<file path="src/hdl/coefficient_compress_pack_defines.svh">
// assertion macros for coefficient_compress_pack
`ifndef COEFFICIENT_COMPRESS_PACK_DEFINES_SVH
`define COEFFICIENT_COMPRESS_PACK_DEFINES_SVH

`ifndef NO_ASSERTIONS

`define CCP_ASSERT_IMPLY(label, clk, rst, pre, post) \
   label: assert property (@(posedge clk) disable iff (rst) (pre) |-> (post)) \
      else $error("ccp assertion failed: same cycle");

`define CCP_ASSERT_NEXT(label, clk, rst, pre, post) \
   label: assert property (@(posedge clk) disable iff (rst) (pre) |=> (post)) \
      else $error("ccp assertion failed: next cycle");

`else

`define CCP_ASSERT_IMPLY(label, clk, rst, pre, post)

`define CCP_ASSERT_NEXT(label, clk, rst, pre, post)

`endif

`endif

</file>
<file path="src/hdl/ccp_pkg.sv">
package ccp_pkg;

   localparam int COEFF_WIDTH  = 14;
   localparam int GROUP_SIZE   = 8;
   localparam int WIDE_BITS    = 4;
   localparam int NARROW_BITS  = 3;
   localparam int NUM_WIDTH    = COEFF_WIDTH + WIDE_BITS + 1;
   localparam int PACKED_WIDTH = 32;
   localparam int COUNT_WIDTH  = 3;
   localparam int CSR_WIDTH    = 3;

   localparam logic [CSR_WIDTH-1:0]   WIDE_SELECT  = 3'd4;
   localparam logic [CSR_WIDTH-1:0]   CSR_RESET    = 3'd3;
   localparam logic [COUNT_WIDTH-1:0] BYTES_NARROW = 3'd3;
   localparam logic [COUNT_WIDTH-1:0] BYTES_WIDE   = 3'd4;

   typedef logic [COEFF_WIDTH-1:0] coeff_type;
   typedef logic [WIDE_BITS-1:0]   value_type;

   typedef struct packed {
      logic valid;
      logic wide;
   } stage_ctl_type;

endpackage

</file>
<file path="src/hdl/ccp_lane.sv">
module ccp_lane #(
   parameter int MODULUS = 12289
) (
   input  logic               clock,
   input  ccp_pkg::coeff_type coeff,
   input  logic               wide,
   output ccp_pkg::value_type value
);

   localparam int NUM_WIDTH   = ccp_pkg::NUM_WIDTH;
   localparam int SHIFT       = NUM_WIDTH + $clog2(MODULUS);
   localparam int RECIP_WIDTH = NUM_WIDTH + 1;
   localparam int PROD_WIDTH  = NUM_WIDTH + RECIP_WIDTH;
   localparam logic [63:0] RECIP_FULL =
      ((64'd1 << SHIFT) + 64'(MODULUS) - 64'd1) / 64'(MODULUS);
   localparam logic [RECIP_WIDTH-1:0] RECIP = RECIP_FULL[RECIP_WIDTH-1:0];
   localparam logic [NUM_WIDTH-1:0]   HALF  = NUM_WIDTH'(MODULUS / 2);

   logic [NUM_WIDTH-1:0]  shifted;
   logic [NUM_WIDTH-1:0]  num_in,  num_ff;
   logic [PROD_WIDTH-1:0] prod_in, prod_ff;
   ccp_pkg::value_type    value_in, value_ff;

   // scale by 2^d and add half the modulus
   always_comb begin
      if (wide) begin
         shifted = {1'b0, coeff, 4'b0000};
      end else begin
         shifted = {2'b00, coeff, 3'b000};
      end
      num_in = shifted + HALF;
   end

   // divide by the modulus through an exact reciprocal
   assign prod_in  = PROD_WIDTH'(num_ff) * PROD_WIDTH'(RECIP);
   assign value_in = prod_ff[SHIFT +: ccp_pkg::WIDE_BITS];

   always_ff @(posedge clock) begin
      num_ff   <= num_in;
      prod_ff  <= prod_in;
      value_ff <= value_in;
   end

   assign value = value_ff;

endmodule

</file>
<file path="src/hdl/ccp_pack.sv">
module ccp_pack (
   input  logic                                clock,
   input  logic                                reset,
   input  ccp_pkg::stage_ctl_type              ctl,
   input  ccp_pkg::value_type                  values [ccp_pkg::GROUP_SIZE],
   output logic                                valid,
   output logic [ccp_pkg::PACKED_WIDTH-1:0]    packed_bytes,
   output logic [ccp_pkg::COUNT_WIDTH-1:0]     byte_count
);

   logic                              valid_ff;
   logic [ccp_pkg::PACKED_WIDTH-1:0]  packed_in, packed_ff;
   logic [ccp_pkg::COUNT_WIDTH-1:0]   count_in,  count_ff;

   always_comb begin
      packed_in = '0;
      for (int j = 0; j < ccp_pkg::GROUP_SIZE; j++) begin
         if (ctl.wide) begin
            packed_in[ccp_pkg::WIDE_BITS*j +: ccp_pkg::WIDE_BITS] = values[j];
         end else begin
            packed_in[ccp_pkg::NARROW_BITS*j +: ccp_pkg::NARROW_BITS] =
               values[j][ccp_pkg::NARROW_BITS-1:0];
         end
      end
      count_in = ctl.wide ? ccp_pkg::BYTES_WIDE : ccp_pkg::BYTES_NARROW;
   end

   always_ff @(posedge clock) begin
      if (reset) begin
         valid_ff <= 1'b0;
      end else begin
         valid_ff <= ctl.valid;
      end
      packed_ff <= packed_in;
      count_ff  <= count_in;
   end

   assign valid        = valid_ff;
   assign packed_bytes = packed_ff;
   assign byte_count   = count_ff;

endmodule

</file>
<file path="src/hdl/coefficient_compress_pack.sv">
// channel   ports                                   handshake
// request   req_coeff_0 .. req_coeff_7               start, busy
// response  rsp_packed_bytes, rsp_byte_count         rsp_valid strobe
// config    csr_write_data                          csr_write_enable
//
// one item per cycle while busy is low; each item passes through the stages below in order
// stages: scale and round offset, reciprocal multiply, quotient select, pack
// busy is high only during reset, which loads CSR_RESET into the config and clears all valid bits
// results cannot be held off, so the pipeline never stalls
`include "coefficient_compress_pack_defines.svh"

module coefficient_compress_pack #(
   parameter int MODULUS = 12289
) (
   input  logic                                clock,
   input  logic                                reset,
   input  logic                                start,
   output logic                                busy,
   input  logic [ccp_pkg::COEFF_WIDTH-1:0]     req_coeff_0,
   input  logic [ccp_pkg::COEFF_WIDTH-1:0]     req_coeff_1,
   input  logic [ccp_pkg::COEFF_WIDTH-1:0]     req_coeff_2,
   input  logic [ccp_pkg::COEFF_WIDTH-1:0]     req_coeff_3,
   input  logic [ccp_pkg::COEFF_WIDTH-1:0]     req_coeff_4,
   input  logic [ccp_pkg::COEFF_WIDTH-1:0]     req_coeff_5,
   input  logic [ccp_pkg::COEFF_WIDTH-1:0]     req_coeff_6,
   input  logic [ccp_pkg::COEFF_WIDTH-1:0]     req_coeff_7,
   output logic                                rsp_valid,
   output logic [ccp_pkg::PACKED_WIDTH-1:0]    rsp_packed_bytes,
   output logic [ccp_pkg::COUNT_WIDTH-1:0]     rsp_byte_count,
   input  logic                                csr_write_enable,
   input  logic [ccp_pkg::CSR_WIDTH-1:0]       csr_write_data
);

   logic [ccp_pkg::CSR_WIDTH-1:0] bits_per_coeff_ff;
   logic                          req_accept;
   ccp_pkg::stage_ctl_type        ctl_in, ctl_s1_ff, ctl_s2_ff, ctl_s3_ff;
   ccp_pkg::coeff_type            coeffs [ccp_pkg::GROUP_SIZE];
   ccp_pkg::value_type            values [ccp_pkg::GROUP_SIZE];

   assign busy       = reset;
   assign req_accept = start & ~busy;

   assign coeffs[0] = req_coeff_0;
   assign coeffs[1] = req_coeff_1;
   assign coeffs[2] = req_coeff_2;
   assign coeffs[3] = req_coeff_3;
   assign coeffs[4] = req_coeff_4;
   assign coeffs[5] = req_coeff_5;
   assign coeffs[6] = req_coeff_6;
   assign coeffs[7] = req_coeff_7;

   assign ctl_in.valid = req_accept;
   assign ctl_in.wide  = (bits_per_coeff_ff == ccp_pkg::WIDE_SELECT);

   always_ff @(posedge clock) begin
      if (reset) begin
         bits_per_coeff_ff <= ccp_pkg::CSR_RESET;
         ctl_s1_ff         <= '0;
         ctl_s2_ff         <= '0;
         ctl_s3_ff         <= '0;
      end else begin
         if (csr_write_enable) begin
            bits_per_coeff_ff <= csr_write_data;
         end
         ctl_s1_ff <= ctl_in;
         ctl_s2_ff <= ctl_s1_ff;
         ctl_s3_ff <= ctl_s2_ff;
      end
   end

   for (genvar j = 0; j < ccp_pkg::GROUP_SIZE; j++) begin : g_lane
      ccp_lane #(
         .MODULUS (MODULUS)
      ) u_lane (
         .clock (clock),
         .coeff (coeffs[j]),
         .wide  (ctl_in.wide),
         .value (values[j])
      );
   end

   ccp_pack u_pack (
      .clock        (clock),
      .reset        (reset),
      .ctl          (ctl_s3_ff),
      .values       (values),
      .valid        (rsp_valid),
      .packed_bytes (rsp_packed_bytes),
      .byte_count   (rsp_byte_count)
   );

   `CCP_ASSERT_IMPLY(a_latency, clock, reset, rsp_valid, $past(req_accept, 4))
   `CCP_ASSERT_IMPLY(a_count, clock, reset, rsp_valid,
      (rsp_byte_count == ccp_pkg::BYTES_NARROW) || (rsp_byte_count == ccp_pkg::BYTES_WIDE))
   `CCP_ASSERT_IMPLY(a_narrow_top, clock, reset,
      rsp_valid && (rsp_byte_count == ccp_pkg::BYTES_NARROW), rsp_packed_bytes[31:24] == 8'd0)
   `CCP_ASSERT_NEXT(a_csr_write, clock, reset, csr_write_enable,
      bits_per_coeff_ff == $past(csr_write_data))

endmodule

</file>
<file path="config.mk">
export PLATFORM = sky130hd
export DESIGN_NAME = coefficient_compress_pack
export DESIGN_NICKNAME = d
export VERILOG_FILES = /design/src/hdl/ccp_pkg.sv /design/src/hdl/ccp_lane.sv /design/src/hdl/ccp_pack.sv /design/src/hdl/coefficient_compress_pack.sv
export VERILOG_INCLUDE_DIRS = /design/src /design/src/hdl
export SDC_FILE = /design/constraint.sdc
export NUM_CORES = 2
export LEC_CHECK = 0
export BUFFER_PORTS_ARGS = -buffer_cell sky130_fd_sc_hd__buf_2
export CORE_MARGIN = 5
export CORE_UTILIZATION = 40
export DETAILED_ROUTE_END_ITERATION = 12
export HOLD_SLACK_MARGIN = 0.1
export PLACE_DENSITY_LB_ADDON = 0.2
export SLEW_MARGIN = 20
export SYNTH_ARGS = -nofsm -noshare
export SYNTH_HDL_FRONTEND = slang
export SYNTH_SLANG_ARGS = --single-unit
</file>
<file path="constraint.sdc">
create_clock -name clock -period 6.27 [get_ports clock]
set_input_delay 0.9405 -clock clock [delete_from_list [all_inputs] [get_ports clock]]
set_output_delay 0.9405 -clock clock [all_outputs]
set_load 0.1 [all_outputs]
</file>
# Word-level counts from Yosys, hierarchy flattened

Index checks and enable logic that the tools add are counted.

Multipliers: 8
Bitwise operators: 2
Multiplexer cells: 18
Add/subtract/negate cells: 8
Equal/unequal tests: 1

Operators by type and width:

| operator                 | number |
|---|---|
| $mul A19 B19 Y36 const B | 8 |
| $add A18 B13 Y19 const B | 8 |
| $mux W18                 | 8 |
| $mux W3                  | 6 |
| $mux W2                  | 2 |
| $eq A3 B3 Y1 const B     | 1 |
| $mux W1                  | 2 |
| $and A1 B1 Y1            | 1 |
| $not A1 Y1               | 1 |

Register bits: 517
Input port bits: 119
Output and inout port bits: 37
Logic and storage cells: 72

# Logic depth before layout (Yosys ltp)

Depth in word-level cells: 3
Mapped depth: 19
Gate-level depth less buffers: 19

# Modules after synthesis

Synthesis repeated with hierarchy kept, for this count alone.

Cell total of the unflattened synthesis: 4934
Area total of the unflattened synthesis: 48751.8 µm²

By module, submodules not included:

| module                           | instances | cells each | area each (µm²) |
|---|---|---|---|
| ccp_lane at g_lane[0].u_lane ... | 4         | 622        | 6007.0 |
| ccp_lane at g_lane[4].u_lane ... | 2         | 577        | 5770.5 |
| ccp_lane at g_lane[6].u_lane     | 1         | 596        | 5911.9 |
| ccp_lane at g_lane[7].u_lane     | 1         | 603        | 5875.6 |
| ccp_pack                         | 1         | 70         | 1113.6 |
| coefficient_compress_pack        | 1         | 23         | 281.5 |

# Least setup slack after synthesis

Ideal clock, no wire load.

Kind: register to register
Start: register g_lane[1].u_lane.num_ff[4]
End: register g_lane[1].u_lane.prod_ff[35]
Data arrival time: 5.059 ns
Cell stages (with the launch flop): 19
Buffers on the path: 0
Setup slack: 1.147 ns
Period minus slack after synthesis: 5.123 ns
Path through: dfxtp_1 -> ha_1 -> fa_1 -> inv_1 -> fa_1 -> inv_1 -> fa_1 -> fa_1 -> inv_1 -> fa_1 -> inv_1 -> ha_1 -> a21oi_1 -> o21ai_0 -> a211o_1 -> a2111oi_2 -> nor2_1 -> a2111o_1 -> nand4_1

Word-level cells in the longest chain between the ends: 1

Ends and longest elaborated chain:

| element                          | line           | text |
|---|---|---|
| start: declaration               | ccp_lane.sv:20 | `logic [NUM_WIDTH-1:0] num_in, num_ff;` |
| start signal: assignment         | ccp_lane.sv:39 | `num_ff <= num_in;` |
| $mul A19 B19 Y36                 | ccp_lane.sv:35 | `assign prod_in = PROD_WIDTH'(num_ff) * PROD_WIDTH'(RECIP);` |
| via g_lane[1].u_lane.prod_in[35] | ccp_lane.sv:21 | `logic [PROD_WIDTH-1:0] prod_in, prod_ff;` |
| end signal: assignment           | ccp_lane.sv:40 | `prod_ff <= prod_in;` |
| end: declaration                 | ccp_lane.sv:21 |  |

The timed path passes the listed nets, and every way through them passes these cells.
A chain may end at the register's enable or synchronous reset.

# Worst setup path after layout

Same ends and word-level chain as after synthesis.

==> run metrics <==
outcome=complete, no violations; unrepaired setup endpoints after global routing=no; DR iter-0 viols=1,001; Seq/Total Area, Yosys=9.931%; Clock transition at path regs=60 ps; CTS buffer count=35; DRC=0; minimum clock period=5526 ps; WS Path Type=flip-flop to flip-flop; HP Class=flip-flop to flip-flop; DR pass1 iterations=4; worst vdd ir=around 330 uV; full die area=approximately 130,000 um^2; Buf/Inv on CP=4; initial cell density of the core=40.29%; Synth cell types=71; CTS tree=done; CP top delay family=adder cells; Vias/cell=roughly 4.7; number of port buffers=155; Yosys top cell by area=ha_1; proportion of layout cells with a drive suffix above 1=about 5.2%; PwrDens=479.6 nW/um^2; dpl ws=about 710 ps; cts repair resizes=0; total of max-cap violations=0; Mapped Nets=roughly 7.0k; FMAX=181.0 MHz; Critical Path Max Stage Delay=between 500 and 600 ps; commonest non-fill, non-tap cells in the layout=inv_1 (1,563), ha_1 (1,264), fa_1 (728), nand2_1 (270), dfxtp_1 (235); drt total wl=106.2 mm; asr flop ratio synth=0%; Layout fillers=roughly 12k; H-tree depth=2; Critical Path RT=roughly 6800 ps; first-pass GRT wire length=about 180 mm; gr usage total=17.63%; Syn Area/Cell=9.711 um^2; die width=roughly 350 um; Post-Layout Cell Count=6,642; Ys Warns=0; worst slew pin tran=930.4 ps; Sum Neg Setup Slack=0 ps; DP HPWL=93.75 mm; ANT nets after route=0; DP Cell Count=6,578; ys flop type=dfxtp_1; Die Span Y=about 350 um; post-synthesis cell count=4,899; row count=between 100 and 150; fin nets=~7.2k; area occupied by multi-input gates=between 30,000 and 40,000 um^2; io pins=156; routed vias=31.02k; Critical Path Slowest Stage Cell=dfxtp_1; EDFF count, synth=0; number of clock sinks=236; total grt overflow=0; Max Root-Sink Buffers=3; CTS root buf=clkbuf_16; post-synth top area share=33.24%; Critical Path AT=slightly above 6000 ps; initial antenna violation count=9; WL/cell=16.00 um; post-CTS setup buffer count=0; Final Cycle Share=88.14%; slew margin rel.=37.97%; Final Skew=45.57 ps; Lkg Pwr=29.21 nW; sequential cell area=4726 um^2; worst path cell trace=ha_1 > fa_1 > inv_1 > fa_1 > inv_1 > fa_1 > fa_1 > inv_1 > fa_1 > inv_1 > ha_1 > a21oi_1 > o21ai_0 > a211o_1 > a2111oi_2 > nor2_1 > a2111o_1 > nand4_1; Hold Slack=roughly 320 ps; Final Hold Viols=0; Skew-Pair Late Insertion Delay=approximately 610 ps; number of global-route vias before repair=34.22k; crit end category=flip-flop; synthesized area=47,570 um^2; Setup crit start kind=flip-flop; #FFs+latches synth=236; Placer Congestion=between 0.8 and 0.9; Crit path top cell by count=fa_1; Area contributors post-synth=ha_1 (33%), fa_1 (31%), inv_1 (12%); area delta synth->final=8.185%; hold buffer count at CTS=0; largest net degree at the start of global routing=44; crit path max fanout=8; # setup viols final=0; core area=118,100 um^2; final slew viol count=0; fin worst setup slack=743.7 ps; commonest non-fill, non-tap cell in the layout=inv_1
==> metrics by stage <==
stage	cell area, um^2	power, W	utilization [%]
after floorplan	47570	0.01743	-
after global routing	51460	0.02851	43.58
after detailed placement	50290	0.02284	42.59
after CTS	51460	0.02523	43.58
final	51470	0.02468	43.59
after global placement	50290	0.02271	42.59
==> logic make-up (layout without fill, tap and decap cells) <==
group,after synthesis,count (layout),share of synthesized area (%)
compound gates,372,372,4.992
xor+xnor,131,131,2.412
fa+ha+maj,1992,1992,63.88
buf+inv,1594,1798,12.61
flops,236,236,9.931
mux,48,48,1.065
other cells,0,3,0
simple gates,526,526,5.105
==> final timing paths <==
path / endpoint / from / slack, ps / cells after the start
hold / removal: g_lane[2].u_lane.value[1]$_DFF_P_ / g_lane[2].u_lane.prod_ff[34]$_DFF_P_ / 320 / 0
hold reg to reg: g_lane[2].u_lane.value[1]$_DFF_P_ / g_lane[2].u_lane.prod_ff[34]$_DFF_P_ / 320 / 0
setup / recovery: g_lane[1].u_lane.prod_ff[35]$_DFF_P_ / g_lane[1].u_lane.num_ff[4]$_DFF_P_ / 740 / 18
setup reg to reg: g_lane[1].u_lane.prod_ff[35]$_DFF_P_ / g_lane[1].u_lane.num_ff[4]$_DFF_P_ / 740 / 18
==> flip-flops by register name, summed over array words and instances, names as in the netlist <==
name and cells:
g_lane.u_lane.num_ff 128, g_lane.u_lane.prod_ff 32, g_lane.u_lane.value 32, u_pack.packed_bytes 32, bits_per_coeff_ff 3, ctl_s1_ff 2
ctl_s2_ff 2, ctl_s3_ff 2, u_pack.byte_count 2, u_pack.valid 1
==> final cells by class <==
cell class,count,share of cell area [%]
multi-input cells,3069,71.62
inverters,1563,11.40
flip-flops and latches,236,9.182
well taps,1536,3.734
repair buffers,174,1.784
clock buffers,40,1.777
clock inverters,21,0.4887
diodes,3,0.01459
==> where the power goes <==
group | total [W] | internal [W] | switching (W)
combinational | 0.0204 | 0.00866 | 0.0117
clock | 0.00205 | 0.00119 | 0.000863
sequential | 0.00225 | 0.00187 | 0.000381
total | 0.0247 | 0.0117 | 0.0130
==> routing by layer <==
| layer | share of wire [%] | wire [um] | global-route usage (%) | vias to the layer above |
|---|---|---|---|---|
| met4 | 2.2 | 2286 | 3.722 | 0 |
| met3 | 3.6 | 3776 | 2.214 | 97 |
| met2 | 46 | 48630 | 29.28 | 307 |
| met1 | 49 | 51550 | 24.79 | 15053 |
| li1 | - | - | - | 15564 |
| met5 | 0 | 0 | 0 | - |
==> synth_stat cells (all sizes together) (13+ instances only) <==
| cell type | n |
|---|---|
| o21ai | 62 |
| ha | 1264 |
| nand4 | 22 |
| nand3 | 45 |
| dfxtp | 236 |
| o21a | 20 |
| nor3 | 27 |
| xor2 | 61 |
| inv | 1563 |
| a21oi | 129 |
| fa | 728 |
| and2 | 27 |
| mux2 | 21 |
| xnor2 | 70 |
| nor2 | 63 |
| clkbuf | 25 |
| nor2b | 26 |
| a21o | 42 |
| nand2 | 271 |
| mux2i | 27 |
| a31oi | 13 |
(Power assumes the default switching activity.)
